--- src/hw/rtl/assert_macros.svh ---
// ----------------------------------------------------------------------------
// Assertion macros
// Shared concurrent assertion forms, clocked on clk and disabled in rst.
// ----------------------------------------------------------------------------
`ifndef ASSERT_MACROS_SVH
`define ASSERT_MACROS_SVH

// same-cycle implication
`define TAA_ASSERT_IMP(lbl, ante, cons) \
  lbl: assert property (@(posedge clk) disable iff (rst) (ante) |-> (cons)) \
    else $error("tilt angle assertion failed");

// next-cycle implication
`define TAA_ASSERT_NEXT(lbl, ante, cons) \
  lbl: assert property (@(posedge clk) disable iff (rst) (ante) |=> (cons)) \
    else $error("tilt angle assertion failed");

`endif

--- src/hw/rtl/taa_pkg.sv ---
// ----------------------------------------------------------------------------
// taa_pkg
// Widths, word types and the arctangent table for the tilt angle block.
// ----------------------------------------------------------------------------
package taa_pkg;

  localparam int SAMPLE_BITS_DEF         = 10;
  localparam int ANGLE_FRACTION_BITS_DEF = 8;

  localparam int LANES        = 3;
  localparam int SCALED_BITS  = 32;
  localparam int ROOT_W       = 32;
  localparam int SQ_W         = 32;
  localparam int REM_W        = 34;
  localparam int XW           = 36;
  localparam int ZW           = 42;
  localparam int ZFRAC        = 32;
  localparam int OUT_W        = 16;
  localparam int CORDIC_STEPS = 32;
  localparam int SERIES_FRAC  = 56;

  localparam logic [ZW-1:0] QUARTER_TURN = ZW'(90) << ZFRAC;

  typedef struct packed {
    logic [LANES-1:0][SQ_W-1:0]        sx;
    logic [LANES-1:0][REM_W-1:0]       rem;
    logic [LANES-1:0][ROOT_W-1:0]      root;
    logic [LANES-1:0][SCALED_BITS-1:0] ax;
    logic                              zero;
  } sqrt_word_t;

  typedef struct packed {
    logic [LANES-1:0][XW-1:0] x;
    logic [LANES-1:0][XW-1:0] y;
    logic [LANES-1:0][ZW-1:0] z;
    logic                     zero;
  } cordic_word_t;

  // pi/4 in Q0.56 by Machin's formula
  function automatic logic [63:0] quarter_pi_q56();
    logic [63:0] a5;
    logic [63:0] a239;
    logic [63:0] p;
    a5 = '0;
    p  = (64'd1 << SERIES_FRAC) / 64'd5;
    for (int n = 0; n < 40; n++) begin
      if (p != 0) begin
        if ((n & 1) != 0) a5 = a5 - p / 64'(2 * n + 1);
        else              a5 = a5 + p / 64'(2 * n + 1);
        p = p / 64'd25;
      end
    end
    a239 = '0;
    p    = (64'd1 << SERIES_FRAC) / 64'd239;
    for (int n = 0; n < 40; n++) begin
      if (p != 0) begin
        if ((n & 1) != 0) a239 = a239 - p / 64'(2 * n + 1);
        else              a239 = a239 + p / 64'(2 * n + 1);
        p = p / 64'd57121;
      end
    end
    return (a5 << 2) - a239;
  endfunction

  localparam logic [63:0] QUARTER_PI_Q56 = quarter_pi_q56();

  // atan(2^-i) in Q0.56, i >= 1
  function automatic logic [63:0] atan_pow2_q56(input int i);
    logic [63:0] acc;
    logic [63:0] t;
    int          sh;
    acc = '0;
    for (int n = 0; n < 32; n++) begin
      sh = i * (2 * n + 1);
      if (sh < 64) begin
        t = ((64'd1 << SERIES_FRAC) >> sh) / 64'(2 * n + 1);
        if ((n & 1) != 0) acc = acc - t;
        else              acc = acc + t;
      end
    end
    return acc;
  endfunction

  // atan(2^-i) in degrees, 32 fraction bits, floored
  function automatic logic [63:0] atan_deg_q32(input int i);
    logic [63:0] num;
    logic [63:0] q;
    logic [63:0] r;
    if (i == 0) begin
      q = 64'd45 << ZFRAC;
    end else begin
      num = 64'd45 * atan_pow2_q56(i);
      q   = num / QUARTER_PI_Q56;
      r   = num % QUARTER_PI_Q56;
      for (int b = 0; b < ZFRAC; b++) begin
        r = r << 1;
        q = q << 1;
        if (r >= QUARTER_PI_Q56) begin
          r = r - QUARTER_PI_Q56;
          q = q | 64'd1;
        end
      end
    end
    return q;
  endfunction

endpackage

--- src/hw/rtl/taa_cordic_cell.sv ---
// ----------------------------------------------------------------------------
// taa_cordic_cell
// One vectoring CORDIC iteration, three lanes, one stage.
// ----------------------------------------------------------------------------
module taa_cordic_cell #(
  parameter int STEP = 0
) (
  input  logic                  clk,
  input  logic                  rst,
  input  logic                  in_valid,
  output logic                  in_ready,
  input  taa_pkg::cordic_word_t in_word,
  output logic                  out_valid,
  input  logic                  out_ready,
  output taa_pkg::cordic_word_t out_word
);
  import taa_pkg::*;

  localparam logic [ZW-1:0] ATAN_STEP = ZW'(atan_deg_q32(STEP));

  cordic_word_t nxt;

  always_comb begin
    logic signed [XW-1:0] xi;
    logic signed [XW-1:0] yi;
    logic signed [XW-1:0] dx;
    logic signed [XW-1:0] dy;
    nxt = in_word;
    for (int l = 0; l < LANES; l++) begin
      xi = in_word.x[l];
      yi = in_word.y[l];
      dx = yi >>> STEP;
      dy = xi >>> STEP;
      if (!yi[XW-1]) begin
        nxt.x[l] = xi + dx;
        nxt.y[l] = yi - dy;
        nxt.z[l] = in_word.z[l] + ATAN_STEP;
      end else begin
        nxt.x[l] = xi - dx;
        nxt.y[l] = yi + dy;
        nxt.z[l] = in_word.z[l] - ATAN_STEP;
      end
    end
  end

  assign in_ready = !out_valid || out_ready;

  always_ff @(posedge clk) begin
    if (rst) begin
      out_valid <= 1'b0;
    end else if (in_ready) begin
      out_valid <= in_valid;
    end
  end

  always_ff @(posedge clk) begin
    if (in_ready && in_valid) begin
      out_word <= nxt;
    end
  end

endmodule

--- config.mk ---
export PLATFORM = sky130hd
export DESIGN_NAME = taa_cordic_cell
export DESIGN_NICKNAME = d
export VERILOG_FILES = /design/src/hw/rtl/assert_macros.svh /design/src/hw/rtl/taa_pkg.sv /design/src/hw/rtl/taa_cordic_cell.sv
export SDC_FILE = /design/constraint.sdc
export NUM_CORES = 1
export LEC_CHECK = 0
export ABC_CLOCK_PERIOD_IN_PS = 21900
export BUFFER_PORTS_ARGS = -buffer_cell sky130_fd_sc_hd__buf_2
export CORE_AREA = 2 2 268 270
export CTS_CLUSTER_SIZE = 10
export DETAILED_ROUTE_END_ITERATION = 12
export DIE_AREA = 0 0 270 272
export GPL_TIMING_DRIVEN = 0
export PLACE_DENSITY = 0.66
export SYNTH_ARGS = -nofsm -noshare
export SYNTH_HDL_FRONTEND = slang
export SYNTH_SLANG_ARGS = --single-unit
--- constraint.sdc ---
create_clock -name clk -period 21.9 [get_ports clk]
set_input_delay 2.19 -clock clk [delete_from_list [all_inputs] [get_ports clk]]
set_output_delay 2.19 -clock clk [all_outputs]
set_load 0.01 [all_outputs]
After elaboration in Yosys (flattened, before gate mapping)
Index checks and enable logic that the tools add are counted.
{"block": "classes", "addsub": 15, "mux": 9, "reduce_logical": 3}
{"op": "$mux 36", "count": 6}
{"op": "$sub 36x36->36", "count": 6}
{"op": "$add 42x38->42 const B", "count": 3}
{"op": "$mux 42", "count": 3}
{"op": "$sub 42x38->42 const B", "count": 3}
{"op": "$add 36x36->36", "count": 3}
{"op": "$logic_and 1x1->1", "count": 1}
{"op": "$logic_not 1->1", "count": 1}
{"op": "$logic_or 1x1->1", "count": 1}
{"block": "word_totals", "reg_bits": 344, "output_inout_bits": 345, "elab_cells": 38}

Depth between registers and ports, before layout
{"block": "logic_depth", "word_depth": 3, "depth_mapped": 13}

Worst setup path after synthesis
OpenSTA, ideal clock, no wires.
{"block": "synth_timing", "path_type": "in2reg", "start": "in out_ready", "end": "reg out_word[0] (netlist name), enable pin", "setup_time_ps": 747, "arrival_time_ps": 10118, "t_required_ps": 21153, "slack_ps": 11035, "path_stages": 2, "path_buffers": 0, "cell_sequence": "nand2b_1 > and2_1"}
{"block": "synth_via", "elab_chain_len": 2}
{"item": "start: declaration", "line": "taa_cordic_cell.sv:14", "rtl": "input logic out_ready,"}
{"item": "$logic_or 1x1->1", "line": "taa_cordic_cell.sv:46", "rtl": "assign in_ready = !out_valid || out_ready;"}
{"item": "$logic_and 1x1->1", "line": "taa_cordic_cell.sv:57", "rtl": "if (in_ready && in_valid) begin"}
{"item": "end signal: assignment", "line": "taa_cordic_cell.sv:58", "rtl": "out_word <= nxt;"}
{"item": "end: declaration", "line": "taa_cordic_cell.sv:15", "rtl": "output taa_pkg::cordic_word_t out_word"}
Every way passes these cells.
A chain may end at the register's enable or synchronous reset.

==> flow_summary_export.csv <==
group,metric,value,unit
placement,post-dp-hpwl,96700,um
setup_path,worstSetupStartpointType,"primary input",
yosys,synth-seq-cells,341,
setup_path,path_common_cell,"a21oi_1",
setup_path,end_kind,"flip-flop",
power_and_ir_drop,powerDensity,65.3,nW/um^2
setup_path,crit_chain,"buf_2, inv_1, clkbuf_1, buf_1, ha_1, a21oi_1, o21bai_1, a21oi_1, o21bai_1, a21oi_1, o21bai_1, a21oi_1, xnor2_1",
global_routing,grt_pass1_wl,174000,um
die,rows,98,
yosys,ys.flop_type,"edfxtp_1",
timing,period_needed,5.92,ns
setup_path,path_delay_family,"buffers and inverters",
detailed_routing,firstDrtPassIters,6,
layout,seqCellArea,10200,um^2
setup_path,critPathMaxStageDelay,0.91,ns
setup_path,worstPathArrival,6.24,ns
global_routing,grt.total_usage,30.9,%
detailed_routing,drcViolationCount,0,
yosys,synthArstFlopShare,0,%
yosys,yosysSeqAreaShare,33.6,%
setup_path,rrSetupSlack,19.53,ns
setup_path,path_class,"primary input to flip-flop",
setup_path,path_max_fanout,13,
yosys,synth_edf_count,340,
worst_hold_path,min_path_type,"flip-flop to flip-flop",
detailed_routing,via_per_inst,5.76,
global_routing,antenna_found_initial,26,
clocking,cts_buffers,44,
clocking,root_buffer,"clkbuf_16",
clocking,post_cts_resize_count,0,
global_routing,overflow,0,
yosys,syn-cell-area,30400,um^2
setup_path,cp.depth,13,
clocking,clock_sinks,341,
layout,layout-drive-gt1-share,21.7,%
timing,fin_worst_skew,0.0153,ns
detailed_routing,postRouteAntennaNets,0,
yosys,yosysWarnings,0,
setup_path,worstPathRequired,22.22,ns
timing,clock.fmax,169,MHz
timing,max_slew_margin,8.36,%
die,die_width,270,um
power_and_ir_drop,finalPower,0.00239,W
global_routing,grt_use_met1,39.9,%
setup_path,reg2reg_depth,5,
global_routing,grt_util_met2,50.2,%
clocking,cts_tree,"done",
worst_hold_path,hold_path_depth,2,
detailed_routing,wirelength,120000,um
yosys,mappedNetlistNets,4092,
placement,gp_routability_congestion,1.01,
setup_path,crit_path_top_delay_cell,"buf_1",
die,core,70800,um^2
power_and_ir_drop,p_leak,16.3,nW
clocking,cts_hold_buf,0,
setup_path,worst-path-buf-inv,4,
outcome,outcome,"complete, no violations",
detailed_routing,drtIter0Drc,2765,
timing,tightest_slew,1.36,ns
die,start_util,43.0,%
clocking,cts.htree.levels,2,
timing,setup-violations-final,0,
clocking,clock_latency,0.57,ns
clocking,postCtsSetupBuffers,0,
timing,rsz0062_at_grt,"no",
timing,fin_setup_tns,0,ns
clocking,cts.path.max_buffers,3,
layout,syn_to_final_growth,20.2,%
timing,timing.final.hold_violations,0,
clocking,clkTransAtPathRegs,0.06,ns
power_and_ir_drop,peakVddDrop,75.8,uV
detailed_routing,dr_total_vias,29400,
die,die_h,272,um
yosys,syn_inst,3382,
layout,multi_input_area,18200,um^2
layout,final_common_cell,"buf_2",
job,maxCapViolations,0,
layout,fillers,6913,
global_routing,grt_pass1_vias,28100,
global_routing,grt_max_degree,72,
layout,mostFrequentLayoutCells,"buf_2, a21oi_1, ha_1",
timing,maxSlewViolCount,0,
timing,fin_crit_sh,27.0,%
layout,layout.nets,4834,
die,pin_count,692,
yosys,synth.distinct_cells,107,
global_routing,met3_usage,6.38,%
yosys,synth_area_per_cell,9.00,um^2
placement,port_buffers,691,
global_routing,grt-busiest-layer,"met2",
detailed_routing,routed_wire_length_per_instance,23.4,um
die,die_area,73400,um^2
-- worst register-to-register path: cells and delay by family (launching register included) --
| family | cells | cell delay, ns |
|---|---|---|
| buffers and inverters | 3 | 1.07 |
| and+or+nand+nor | 2 | 0.53 |
| DFF | 1 | 0.35 |
-- logic make-up (layout without fill, tap and decap cells) --
group	count (synthesis)	after routing	share of synthesized area [%]
adder cells (fa/ha/maj)	363	363	15.2
AND/OR/NAND/NOR	756	756	12.0
multiplexers	64	64	2.12
XOR/XNOR	223	223	6.42
other	0	13	0
AO/OA/AOI/OAI	1130	1130	24.0
flip-flops	341	341	33.6
buffers and inverters	505	1274	6.61
-- cell usage after synthesis (7+ instances only) --
library cell	instances	area (um^2)
and3_1	17	106
buf_2	43	215
nor2b_1	42	263
a211o_1	7	61.3
and2_1	13	81.3
a211oi_1	43	323
clkbuf_1	72	270
a2111oi_2	7	105
o31ai_1	23	173
o21ai_0	203	1020
inv_2	7	26.3
nor2_1	259	972
o22ai_1	8	50.1
inv_1	346	1300
a21oi_1	409	2050
a221oi_1	9	78.8
buf_1	19	71.3
a31oi_1	29	181
or3_1	16	100
or4_1	9	67.6
nand3_1	43	215
a211oi_2	13	163
nand4_1	34	213
edfxtp_1	340	10200
o21a_1	31	233
nor4_1	25	156
o221ai_1	7	61.3
o21bai_1	89	668
or2_2	7	43.8
o31a_1	15	131
mux2i_1	61	611
o211ai_1	33	248
buf_4	11	82.6
xor2_1	32	280
nand2_1	161	604
a311oi_1	10	87.6
o21ai_1	19	95.1
fa_1	12	240
a21o_1	80	601
xnor2_1	191	1670
nand2b_1	23	144
a2111oi_0	9	78.8
ha_1	351	4390
nor3_1	71	355
-- where the power goes --
group | total (W) | switching (W) | internal [W]
logic | 0.000854 | 0.000550 | 0.000304
registers | 0.000847 | 0.0000210 | 0.000826
clock network | 0.000687 | 0.000282 | 0.000405
total | 0.00239 | 0.000853 | 0.00154
-- routing by layer --
metal,vias up,routed length [um]
met4,16,5190
met1,13900,48600
li1,13700,-
met2,1553,54700
met5,-,105
met3,269,10900
-- area by class of cell --
| class | count | share of cell area [%] |
|---|---|---|
| clock buffer | 62 | 3.31 |
| sequential | 341 | 28.0 |
| inverter | 357 | 3.66 |
| tap | 950 | 3.25 |
| timing repair buffer | 696 | 9.83 |
| multi-input combinational | 2536 | 49.8 |
| buffer | 148 | 1.84 |
| clock inverter | 11 | 0.321 |
| antenna | 13 | 0.0889 |
-- flip-flops by register name (all words and copies together), names as in the netlist --
register / flops
out_word: 340
out_valid: 1
-- worst paths after layout --
check	startpoint	to
min reg2reg	out_valid	out_valid
min	out_valid	out_valid
max	in_word[162]	out_word[42]
max reg2reg	out_valid	out_word[291]
-- stage by stage --
stage	util, %	std cells	worst slack [ns]	area, um^2	hold slack (ns)
3_3_place_gp	49.6	5023	7.63	35100	0.588
3_5_place_dp	49.8	5028	15.59	35200	0.609
4_1_cts	51.7	5101	16.20	36600	0.617
6_report	51.7	5114	15.98	36600	0.589
5_1_grt	51.7	5114	15.95	36600	0.620
2_1_floorplan	-	3382	11.03	30400	0.593
Note: power is estimated with default switching activity, not from simulation.
