==> src/hw/rtl/assert_macros.svh <==
// ----------------------------------------------------------------------------
// Assertion macros
// Shared concurrent assertion forms, clocked on clk and disabled in rst.
// ----------------------------------------------------------------------------
`ifndef ASSERT_MACROS_SVH
`define ASSERT_MACROS_SVH

// same-cycle implication
`define TAA_ASSERT_IMP(lbl, ante, cons) \
  lbl: assert property (@(posedge clk) disable iff (rst) (ante) |-> (cons)) \
    else $error("tilt angle assertion failed");

// next-cycle implication
`define TAA_ASSERT_NEXT(lbl, ante, cons) \
  lbl: assert property (@(posedge clk) disable iff (rst) (ante) |=> (cons)) \
    else $error("tilt angle assertion failed");

`endif

==> src/hw/rtl/taa_pkg.sv <==
// ----------------------------------------------------------------------------
// taa_pkg
// Widths, word types and the arctangent table for the tilt angle block.
// ----------------------------------------------------------------------------
package taa_pkg;

  localparam int SAMPLE_BITS_DEF         = 10;
  localparam int ANGLE_FRACTION_BITS_DEF = 8;

  localparam int LANES        = 3;
  localparam int SCALED_BITS  = 32;
  localparam int ROOT_W       = 32;
  localparam int SQ_W         = 32;
  localparam int REM_W        = 34;
  localparam int XW           = 36;
  localparam int ZW           = 42;
  localparam int ZFRAC        = 32;
  localparam int OUT_W        = 16;
  localparam int CORDIC_STEPS = 32;
  localparam int SERIES_FRAC  = 56;

  localparam logic [ZW-1:0] QUARTER_TURN = ZW'(90) << ZFRAC;

  typedef struct packed {
    logic [LANES-1:0][SQ_W-1:0]        sx;
    logic [LANES-1:0][REM_W-1:0]       rem;
    logic [LANES-1:0][ROOT_W-1:0]      root;
    logic [LANES-1:0][SCALED_BITS-1:0] ax;
    logic                              zero;
  } sqrt_word_t;

  typedef struct packed {
    logic [LANES-1:0][XW-1:0] x;
    logic [LANES-1:0][XW-1:0] y;
    logic [LANES-1:0][ZW-1:0] z;
    logic                     zero;
  } cordic_word_t;

  // pi/4 in Q0.56 by Machin's formula
  function automatic logic [63:0] quarter_pi_q56();
    logic [63:0] a5;
    logic [63:0] a239;
    logic [63:0] p;
    a5 = '0;
    p  = (64'd1 << SERIES_FRAC) / 64'd5;
    for (int n = 0; n < 40; n++) begin
      if (p != 0) begin
        if ((n & 1) != 0) a5 = a5 - p / 64'(2 * n + 1);
        else              a5 = a5 + p / 64'(2 * n + 1);
        p = p / 64'd25;
      end
    end
    a239 = '0;
    p    = (64'd1 << SERIES_FRAC) / 64'd239;
    for (int n = 0; n < 40; n++) begin
      if (p != 0) begin
        if ((n & 1) != 0) a239 = a239 - p / 64'(2 * n + 1);
        else              a239 = a239 + p / 64'(2 * n + 1);
        p = p / 64'd57121;
      end
    end
    return (a5 << 2) - a239;
  endfunction

  localparam logic [63:0] QUARTER_PI_Q56 = quarter_pi_q56();

  // atan(2^-i) in Q0.56, i >= 1
  function automatic logic [63:0] atan_pow2_q56(input int i);
    logic [63:0] acc;
    logic [63:0] t;
    int          sh;
    acc = '0;
    for (int n = 0; n < 32; n++) begin
      sh = i * (2 * n + 1);
      if (sh < 64) begin
        t = ((64'd1 << SERIES_FRAC) >> sh) / 64'(2 * n + 1);
        if ((n & 1) != 0) acc = acc - t;
        else              acc = acc + t;
      end
    end
    return acc;
  endfunction

  // atan(2^-i) in degrees, 32 fraction bits, floored
  function automatic logic [63:0] atan_deg_q32(input int i);
    logic [63:0] num;
    logic [63:0] q;
    logic [63:0] r;
    if (i == 0) begin
      q = 64'd45 << ZFRAC;
    end else begin
      num = 64'd45 * atan_pow2_q56(i);
      q   = num / QUARTER_PI_Q56;
      r   = num % QUARTER_PI_Q56;
      for (int b = 0; b < ZFRAC; b++) begin
        r = r << 1;
        q = q << 1;
        if (r >= QUARTER_PI_Q56) begin
          r = r - QUARTER_PI_Q56;
          q = q | 64'd1;
        end
      end
    end
    return q;
  endfunction

endpackage

==> src/hw/rtl/taa_sqrt_cell.sv <==
// ----------------------------------------------------------------------------
// taa_sqrt_cell
// One root bit of the digit-by-digit square root, three lanes, one stage.
// ----------------------------------------------------------------------------
module taa_sqrt_cell #(
  parameter int STEP = 0
) (
  input  logic                clk,
  input  logic                rst,
  input  logic                in_valid,
  output logic                in_ready,
  input  taa_pkg::sqrt_word_t in_word,
  output logic                out_valid,
  input  logic                out_ready,
  output taa_pkg::sqrt_word_t out_word
);
  import taa_pkg::*;

  localparam int BIT     = ROOT_W - 1 - STEP;
  localparam int LO      = 2 * BIT - ROOT_W;
  localparam int LO_SAFE = (LO < 0) ? 0 : LO;
  localparam int RSH_W   = REM_W + 2;

  sqrt_word_t nxt;

  always_comb begin
    logic [RSH_W-1:0] rem_sh;
    logic [RSH_W-1:0] trial;
    logic [1:0]       pr;
    nxt = in_word;
    for (int l = 0; l < LANES; l++) begin
      // radicand is sx * 2^ROOT_W, so its low half brings down zeros
      pr     = (BIT >= ROOT_W / 2) ? in_word.sx[l][LO_SAFE +: 2] : 2'b00;
      rem_sh = {in_word.rem[l], pr};
      trial  = RSH_W'({in_word.root[l], 2'b01});
      if (rem_sh >= trial) begin
        nxt.rem[l]  = REM_W'(rem_sh - trial);
        nxt.root[l] = {in_word.root[l][ROOT_W-2:0], 1'b1};
      end else begin
        nxt.rem[l]  = rem_sh[REM_W-1:0];
        nxt.root[l] = {in_word.root[l][ROOT_W-2:0], 1'b0};
      end
    end
  end

  assign in_ready = !out_valid || out_ready;

  always_ff @(posedge clk) begin
    if (rst) begin
      out_valid <= 1'b0;
    end else if (in_ready) begin
      out_valid <= in_valid;
    end
  end

  always_ff @(posedge clk) begin
    if (in_ready && in_valid) begin
      out_word <= nxt;
    end
  end

endmodule

==> config.mk <==
export PLATFORM = sky130hd
export DESIGN_NAME = taa_sqrt_cell
export DESIGN_NICKNAME = d
export VERILOG_FILES = /design/src/hw/rtl/assert_macros.svh /design/src/hw/rtl/taa_pkg.sv /design/src/hw/rtl/taa_sqrt_cell.sv
export SDC_FILE = /design/constraint.sdc
export NUM_CORES = 1
export LEC_CHECK = 0
export BUFFER_PORTS_ARGS = -buffer_cell sky130_fd_sc_hd__buf_4
export CAP_MARGIN = 20
export CORE_AREA = 5 5 308 310
export DETAILED_ROUTE_END_ITERATION = 8
export DIE_AREA = 0 0 313 315
export PLACE_DENSITY = 0.43
export SKIP_LAST_GASP = 1
export SYNTH_ARGS = -nofsm -noshare
export SYNTH_HDL_FRONTEND = slang
export SYNTH_SLANG_ARGS = --single-unit
export TNS_END_PERCENT = 100
==> constraint.sdc <==
create_clock -name clk -period 16.25 [get_ports clk]
set_input_delay 3.25 -clock clk [delete_from_list [all_inputs] [get_ports clk]]
set_output_delay 3.25 -clock clk [all_outputs]
set_load 0.05 [all_outputs]
---- Word level (Yosys, flattened, before mapping) ----
Cells that the tools add are included.
operators by class
  $add $sub $neg .......................... 3
  magnitude comparators ................... 3
  muxes and demuxes ....................... 6
  reductions and logical operators ........ 3
operator list
  cell                 number
  $ge A36 B34 Y1       3
  $mux W34             3
  $sub A34 B34 Y34     3
  $mux W1              3
  $logic_and A1 B1 Y1  1
  $logic_not A1 Y1     1
  $logic_or A1 B1 Y1   1
word-level totals
  register bits ........................... 392
  input bits .............................. 395
  output and inout bits ................... 393
  word-level logic and storage cells ...... 29

---- Depth between registers and ports, before layout ----
Gate-level depths: netlist of the first run.
  depth in word-level cells ............... 3
  depth in mapped cells ................... 14
  gate-level depth less buffers ........... 11

---- Worst setup path after synthesis of the first run ----
OpenSTA, ideal clock, no wires.
  kind .................................... input to register
  from .................................... input out_ready
  to ...................................... register out_word[0] in the netlist's numbering (enable)
  arrival time ............................ 12.601 ns
  required time ........................... 15.447 ns
  path slack .............................. 2.846 ns
  stages .................................. 2
  path buffers ............................ 0
  cell sequence ........................... nand2b_1 -> and2_1
between the ends
  longest elaborated chain between the ends .. 2
ends and longest elaborated chain
  element               RTL line             RTL
  from (decl)           taa_sqrt_cell.sv:14  input logic out_ready,
  $logic_or A1 B1 Y1    taa_sqrt_cell.sv:46  assign in_ready = !out_valid || out_ready;
  $logic_and A1 B1 Y1   taa_sqrt_cell.sv:57  if (in_ready && in_valid) begin
  to (signal assigned)  taa_sqrt_cell.sv:58  out_word <= nxt;
  to (decl)             taa_sqrt_cell.sv:15  output taa_pkg::sqrt_word_t out_word
Every way passes these cells.
A chain may end at the register's enable or synchronous reset.

---- Worst setup path in the final report of the first run ----
  from .................................... input out_ready
  to ...................................... output in_ready
between the ends
  longest elaborated chain between the ends .. 1
ends and longest elaborated chain
  element             RTL line             RTL
  $logic_or A1 B1 Y1  taa_sqrt_cell.sv:46
  to (decl)           taa_sqrt_cell.sv:11  output logic in_ready,
Every way passes these cells.

==> results.md, run 1 <==
* Crit path cell chain: buf_4 -> nand2b_1 -> buf_4
* Area of the multi-input gates at 6510 µm²
* Sw frac at 31.8%
* Final TNS setup at 0 ns
* Initial core utilization at 20.8%
* Max-Cap Viols at 0
* Crit Path Category: in -> out
* Drt wl/cell at 21.0 µm
* CP max stage delay at 0.20 ns
* Rel. slew slack at 29.7%
* Root Driver: clkbuf_16
* Final Hold Viols at 0
* Resized cells post-CTS at 0
* Final setup vio count at 0
* Reg2reg setup slack at 12.53 ns
* Status: completed
* Final Skew at 0.0213 ns
* Internal Power at 2170 µW
* EDFF count, synth at 391
* Largest net degree at the start of global routing at 80
* Leakage at 0.0119 µW
* Distinct cells, synth at 77
* Die X at 313 µm
* Share of cells above drive strength 1 at 43.4%
* Sequential Power Share at 39.2%
* Worst Path Buf+Inv at 2
* Post-Synthesis Cells at 1399
* Number of iterations in the first detailed-routing pass at 5
* Yosys top cell by area: edfxtp_1
* Num CTS Buffers at 48
* Max Transition Viols Final at 0
* PD cells at 114 nW/µm²
* Hold depth at 2
* Critical Path RT at 13.00 ns
* Congestion Overflow GR at 0
* Fin nets at 2708
* Routed wire length at 72.1 mm
* Post-place setup slack at 9.28 ns
* Storage cell area at 11800 µm²
* Chip Height at 315 µm
* Antenna violation net count after detailed routing at 0
* Core Rows at 111
* Fill cell count at 9417
* Vias at 14600
* Initial antenna violation count at 10
* I/O Buffers at 787
* Most common cell in the netlist: edfxtp_1
* IO Count at 788
* H-tree levels at 2
* Sink Count at 392
* Fin worst setup slack at 9.27 ns
* CP endpoint kind: primary output
* Vias/cell at 4.24
* Register area share after synthesis at 62.0%
* Avg Cell Area, Syn at 13.6 µm²
* Clk network pwr share at 34.2%
* Comb pwr share at 26.6%
* Clock latency at the later pin of the worst-skew pair at 0.61 ns
* Worst min path class: reg -> reg
* Final HPWL DP at 58.7 mm
* Core ar. at 91400 µm²
* Clk slew on worst S/H paths at 0.06 ns
* Post-synthesis cell area at 19000 µm²
* Crit-path max FO at 3
* First-pass GRT wire length at 103 mm
* Worst Max-Slew Pin Slew at 1.06 ns
* Dpl cells at 3347
* Family with the most delay on the worst path: buffers and inverters
* Initial DRC Count at 805
* Post-CTS Hold Fix Bufs at 0
* Switching power at 1010 µW
* Synth-to-Final Area Change at 46.4%
* Synth top area cells: edfxtp_1, ha_1, mux2_4, a21oi_1, xnor2_1
* DR DRC count at 0
* Post-synth top area share at 61.9%
* Gr usage total at 13.8%
* Final min period at 6.98 ns
* R2r worst-path depth at 5
* Overall Power at 3180 µW
* Cell mode on critical path: buf_4
* VDD IR max at 0.0885 mV
* Yosys warning total at 0
* Worst hold start: out_valid
* Max Freq at 0.143 GHz
* WP data arrival at 3.73 ns
* Final Non-Filler Cells at 3438
* Die area at 98600 µm²
* Synthesized netlist net count at 1896
* RR Endpoint: out_word[121]
* RePlAce Congestion at 0.829
* CTS max path bufs at 3
* Final worst path period share at 42.9%
* Top_reg_cell synth: edfxtp_1
* Reg2reg start: out_valid
* CTS tree: yes
* Top post-synthesis cells by count: edfxtp_1, inv_1, a21oi_1, ha_1, nor2_1
* Max stage delay cell, worst path: buf_4
* Hold EP: out_valid
* Post-CTS Setup Bufs at 0
* Async SR Flop Fraction at 0%
* Hold_ws at 0.542 ns
* Seq cells post-synth at 392
* Vias in the first global route at 15300
* Critical Path Source Type: input port
* RSZ-0062 raised after global routing: no
==> tightest hold or removal path: stages (launching register included) <==
cell and delay, ns:
dfxtp_1 0.31, nand2b_1 0.11, a21oi_1 0.08
==> per-layer routing <==
layer / vias to the layer above / GRT usage [%] / wire length, µm
met5: - / 0 / 52
met4: 8 / 3.53 / 1500
met3: 79 / 5.17 / 6460
met2: 580 / 24.3 / 36300
met1: 7066 / 15.8 / 27900
li1: 6850 / - / -
==> power by group through the flow <==
stage / clock [µW] / sequential, µW / combinational (µW)
after global routing: 1170 / 1250 / 898
final: 1090 / 1250 / 846
after floorplan: 0 / 1550 / 281
after global placement: 0 / 1270 / 849
after detailed placement: 0 / 1270 / 853
after CTS: 1130 / 1250 / 855
==> layout by cell type (no fill, tap or decap), types with 4 or more instances in the layout <==
master | synthesis | final
nand3_1 | 17 | 17
mux2_2 | 19 | 19
nor2b_1 | 11 | 11
mux2i_1 | 5 | 5
o21bai_1 | 6 | 6
a211o_1 | 7 | 7
ha_1 | 102 | 102
buf_4 | 1 | 796
and2_1 | 8 | 7
xor2_1 | 32 | 32
o211ai_1 | 8 | 8
a211oi_1 | 11 | 11
diode_2 | 0 | 4
or2_2 | 5 | 5
and3_1 | 6 | 6
a21oi_1 | 118 | 118
clkbuf_16 | 0 | 49
edfxtp_1 | 391 | 391
o21ai_0 | 45 | 45
clkbuf_1 | 14 | 10
o21ai_2 | 5 | 5
clkinv_2 | 0 | 12
nor3_1 | 6 | 6
xnor2_1 | 62 | 62
a31oi_1 | 13 | 13
bufinv_16 | 0 | 5
o21a_1 | 14 | 13
a21o_1 | 55 | 54
nand2_1 | 65 | 65
nand2b_1 | 8 | 8
inv_1 | 126 | 126
nand4_1 | 19 | 19
mux2_4 | 52 | 52
nor2_1 | 78 | 78
nor4_1 | 8 | 8
==> layout make-up <==
type	count	share of cell area, %
Clock inverter	26	0.995
Timing Repair Buffer	796	21.5
Inverter	126	1.70
Clock buffer	61	4.65
Antenna cell	4	0.0360
Sequential cell	392	42.3
Multi-Input combinational cell	847	23.4
Tap cell	1186	5.34
==> through the flow <==
stage / util, % / cell area, µm²
2_1_floorplan: - / 19000
3_3_place_gp: 28.7 / 26200
3_5_place_dp: 28.7 / 26200
4_1_cts: 30.4 / 27800
5_1_grt: 30.4 / 27800
6_report: 30.4 / 27800
==> sequential cells by signal, indices dropped and copies added, names as in the netlist <==
signal / count
out_word: 391
out_valid: 1
==> kinds of logic (layout without fill, tap and decap cells) <==
| kind of cell | count (synthesis) | after routing | synth area share [%] |
|---|---|---|---|
| buffers and inverters | 160 | 1009 | 3.75 |
| XOR/XNOR | 94 | 94 | 4.34 |
| other | 0 | 4 | 0 |
| flip-flops | 392 | 392 | 62.0 |
| adder cells (fa/ha/maj) | 102 | 102 | 6.73 |
| multiplexers | 76 | 76 | 5.51 |
| AO/OA/AOI/OAI | 325 | 325 | 11.3 |
| AND/OR/NAND/NOR | 250 | 250 | 6.44 |
==> how the worst max path moves through the flow <==
| stage | startpoint | endpoint | slack, ns | cells after the start |
|---|---|---|---|---|
| 2_1_floorplan | out_ready | out_word[0] | 2.85 | 2 |
| 3_3_place_gp | out_ready | in_ready | 9.26 | 3 |
| 3_5_place_dp | out_ready | in_ready | 9.28 | 3 |
| 4_1_cts | out_ready | in_ready | 9.27 | 3 |
| 5_1_grt | out_ready | in_ready | 9.26 | 3 |
| 6_report | out_ready | in_ready | 9.27 | 3 |
Power figures use the tool's default switching activity.
==> run 2, diff against run 1 <==
--- a/config.mk
+++ b/config.mk
@@ -10,7 +10,7 @@
 export CORE_AREA = 5 5 308 310
 export DETAILED_ROUTE_END_ITERATION = 8
 export DIE_AREA = 0 0 313 315
-export PLACE_DENSITY = 0.43
+export PLACE_DENSITY = 0.44
 export SKIP_LAST_GASP = 1
 export SYNTH_ARGS = -nofsm -noshare
 export SYNTH_HDL_FRONTEND = slang
==> constraint.sdc (replaced) <==
create_clock -name clk -period 5.85 [get_ports clk]
set_input_delay 1.17 -clock clk [delete_from_list [all_inputs] [get_ports clk]]
set_output_delay 1.17 -clock clk [all_outputs]
set_load 0.05 [all_outputs]
==> run 2 against run 1 <==
Compared with the run above: global-route usage rose by 0.31 points; non-clock buffer count rose by 1; combinational power increased to 2.8 times the previous value; via count up 0.21%; cell area up 0.39%; sequential share of layout area fell by 0.16 points; clock-buffer cell count is 1 higher; critical endpoint is now out_word[197]; largest cell class unchanged; largest power group unchanged.
==> results.md, run 2 (synthesis gave the netlist of run 1 again) <==
* DR DRC count at 0 (unchanged)
* Max stage delay cell, worst path: o21a_2
* Clock latency at the later pin of the worst-skew pair at 0.61 ns (about the same)
* CTS max path bufs at 3 (unchanged)
* Dpl cell area at 26300 µm² (+0.27%)
* Largest net degree at the start of global routing at 112 (+40%)
* Rel. slew slack at 44.5% (+15 points)
* Sequential Power Share at 39.0% (-0.2 points)
* Post-CTS Setup Bufs at 0 (unchanged)
* Max Freq at 0.253 GHz
* CP endpoint kind: flip-flop
* Status: completed
* Critical Path RT at 6.21 ns (-6.79 ns)
* Die area at 98600 µm² (unchanged)
* Fin nets at 2711 (+0.11%)
* Worst Max-Slew Pin Slew at 0.833 ns (-0.223 ns)
* Final HPWL DP at 59.4 mm (+1.2%)
* Core Rows at 111 (unchanged)
* Vias in the first global route at 15500 (+1.1%)
* IO Count at 788 (unchanged)
* CTS tree: yes
* Initial core utilization at 20.8% (unchanged)
* Max Transition Viols Final at 0 (unchanged)
* Final Skew at 0.0131 ns (-0.00816 ns)
* I/O Buffers at 787 (unchanged)
* Drt wl/cell at 21.3 µm (+1.4%)
* Largest regs: out_word (391), out_valid (1)
* Comb pwr share at 26.6% (about the same)
* Initial DRC Count at 796 (-1.1%)
* Final worst path period share at 67.7%
* Final Util at 30.5% (+0.12 points)
* RePlAce Congestion at 0.886 (+6.8%)
* Clk slew on worst S/H paths at 0.06 ns (about the same)
* Congestion Overflow GR at 0 (unchanged)
* Reg with most FFs: out_word
* First-pass GRT wire length at 105 mm (+1.8%)
* Gr usage total at 14.1% (+0.31 points)
* Fill cell count at 9366 (-0.54%)
* Sw frac at 32.0% (+0.22 points)
* Switching power at 2840 µW (+180%)
* Number of iterations in the first detailed-routing pass at 5 (unchanged)
* Hold_ws at 0.541 ns (-0.000254 ns)
* Final Hold Viols at 0 (unchanged)
* Worst hold start: out_valid
* Crit-path max FO at 23 (+20)
* WP data arrival at 4.32 ns (+0.59 ns)
* CP max stage delay at 0.51 ns (+0.31 ns)
* Final setup vio count at 0 (unchanged)
* Max-Cap Viols at 0 (unchanged)
* Vias/cell at 4.24 (about the same)
* Storage cell area at 11800 µm² (unchanged)
* Initial antenna violation count at 9 (-1)
* Clk network pwr share at 34.5% (+0.3 points)
* Leakage at 0.0120 µW (+0.24%)
* Num CTS Buffers at 50 (+4.2%)
* Area of the multi-input gates at 6510 µm² (unchanged)
* RSZ-0062 raised after global routing: no
* H-tree levels at 2 (unchanged)
* Crit path cell chain: buf_4 -> inv_1 -> ha_1 -> nor2b_1 -> o31a_1 -> o21ai_2 -> a211oi_2 -> nor3_4 -> o21ai_1 -> a211oi_1 -> o21a_2 -> buf_12 -> mux2_2
* Final TNS setup at 0 ns (unchanged)
* Core ar. at 91400 µm² (unchanged)
* Root Driver: clkbuf_16
* Antenna violation net count after detailed routing at 0 (unchanged)
* Routed wire length at 73.3 mm (+1.6%)
* Resized cells post-CTS at 0 (unchanged)
* Synth-to-Final Area Change at 47.0%
* PD cells at 319 nW/µm² (+180%)
* Number of flip-flops in the largest register at 391 (unchanged)
* Sink Count at 392 (unchanged)
* Worst min path class: reg -> reg
* Internal Power at 6040 µW (+180%)
* Overall Power at 8880 µW (+180%)
* Critical Path Source Type: input port
* Chip Height at 315 µm (unchanged)
* Die X at 313 µm (unchanged)
* Critical Path Source: in_word[97]
* VDD IR max at 0.208 mV (+140%)
* Reg2reg start: out_valid
* Post-CTS Hold Fix Bufs at 0 (unchanged)
* Final min period at 3.96 ns
* Vias at 14600 (+0.21%)
* Crit Path Category: in -> reg
* Design area at 27900 µm² (+0.39%)
* Share of cells above drive strength 1 at 43.4% (about the same)
* Commonest non-fill, non-tap cell in the layout: buf_4
* Most frequent cells in the layout: buf_4, edfxtp_1, inv_1
## run 2: final timing paths
kind	to	slack, ns	depth (start not counted)
setup / recovery	out_word[197]	1.89	13
hold / removal	out_valid	0.54	2
setup reg to reg	out_word[12]	3.69	3
hold reg to reg	out_valid	0.54	2
## run 2: critical path, delay by kind of cell
kind            cells  cell delay, ns
mux                 1            0.35
compound gates      6            1.56
buf+inv             3            0.41
fa+ha+maj           1            0.35
simple gates        2            0.44
## run 2: stage by stage
step / setup slack (ns) / cells
floorplan: 0.955 / 1399
global placement: 1.37 / 3348
detailed placement: 1.29 / 3348
CTS: 1.96 / 3440
global route: 1.68 / 3441
finish: 1.89 / 3445
## run 2: metal layers
layer  GRT usage, %  share of wire (%)  vias to the layer above
met5              0              0.070                        -
met4           3.87                2.1                        8
met3           5.25                9.0                       81
met2           25.1                 51                      587
met1           15.9                 38                     7080
li1               -                  -                     6858
## run 2: area by class of cell
cell class	instances	share of cell area (%)
Sequential cell	392	42.2
Clock inverter	30	0.951
Antenna cell	5	0.0449
Inverter	126	1.70
Clock buffer	62	4.80
Timing Repair Buffer	797	21.7
Tap cell	1186	5.32
Multi-Input combinational cell	847	23.3
## run 2: power by group through the flow
stage          combinational [µW]  clock, µW  sequential (µW)
4_1_cts                      2380       3190             3470
3_5_place_dp                 2380          0             3520
6_report                     2360       3060             3460
5_1_grt                      2500       3290             3480
3_3_place_gp                 2370          0             3520
2_1_floorplan                 782          0             4260
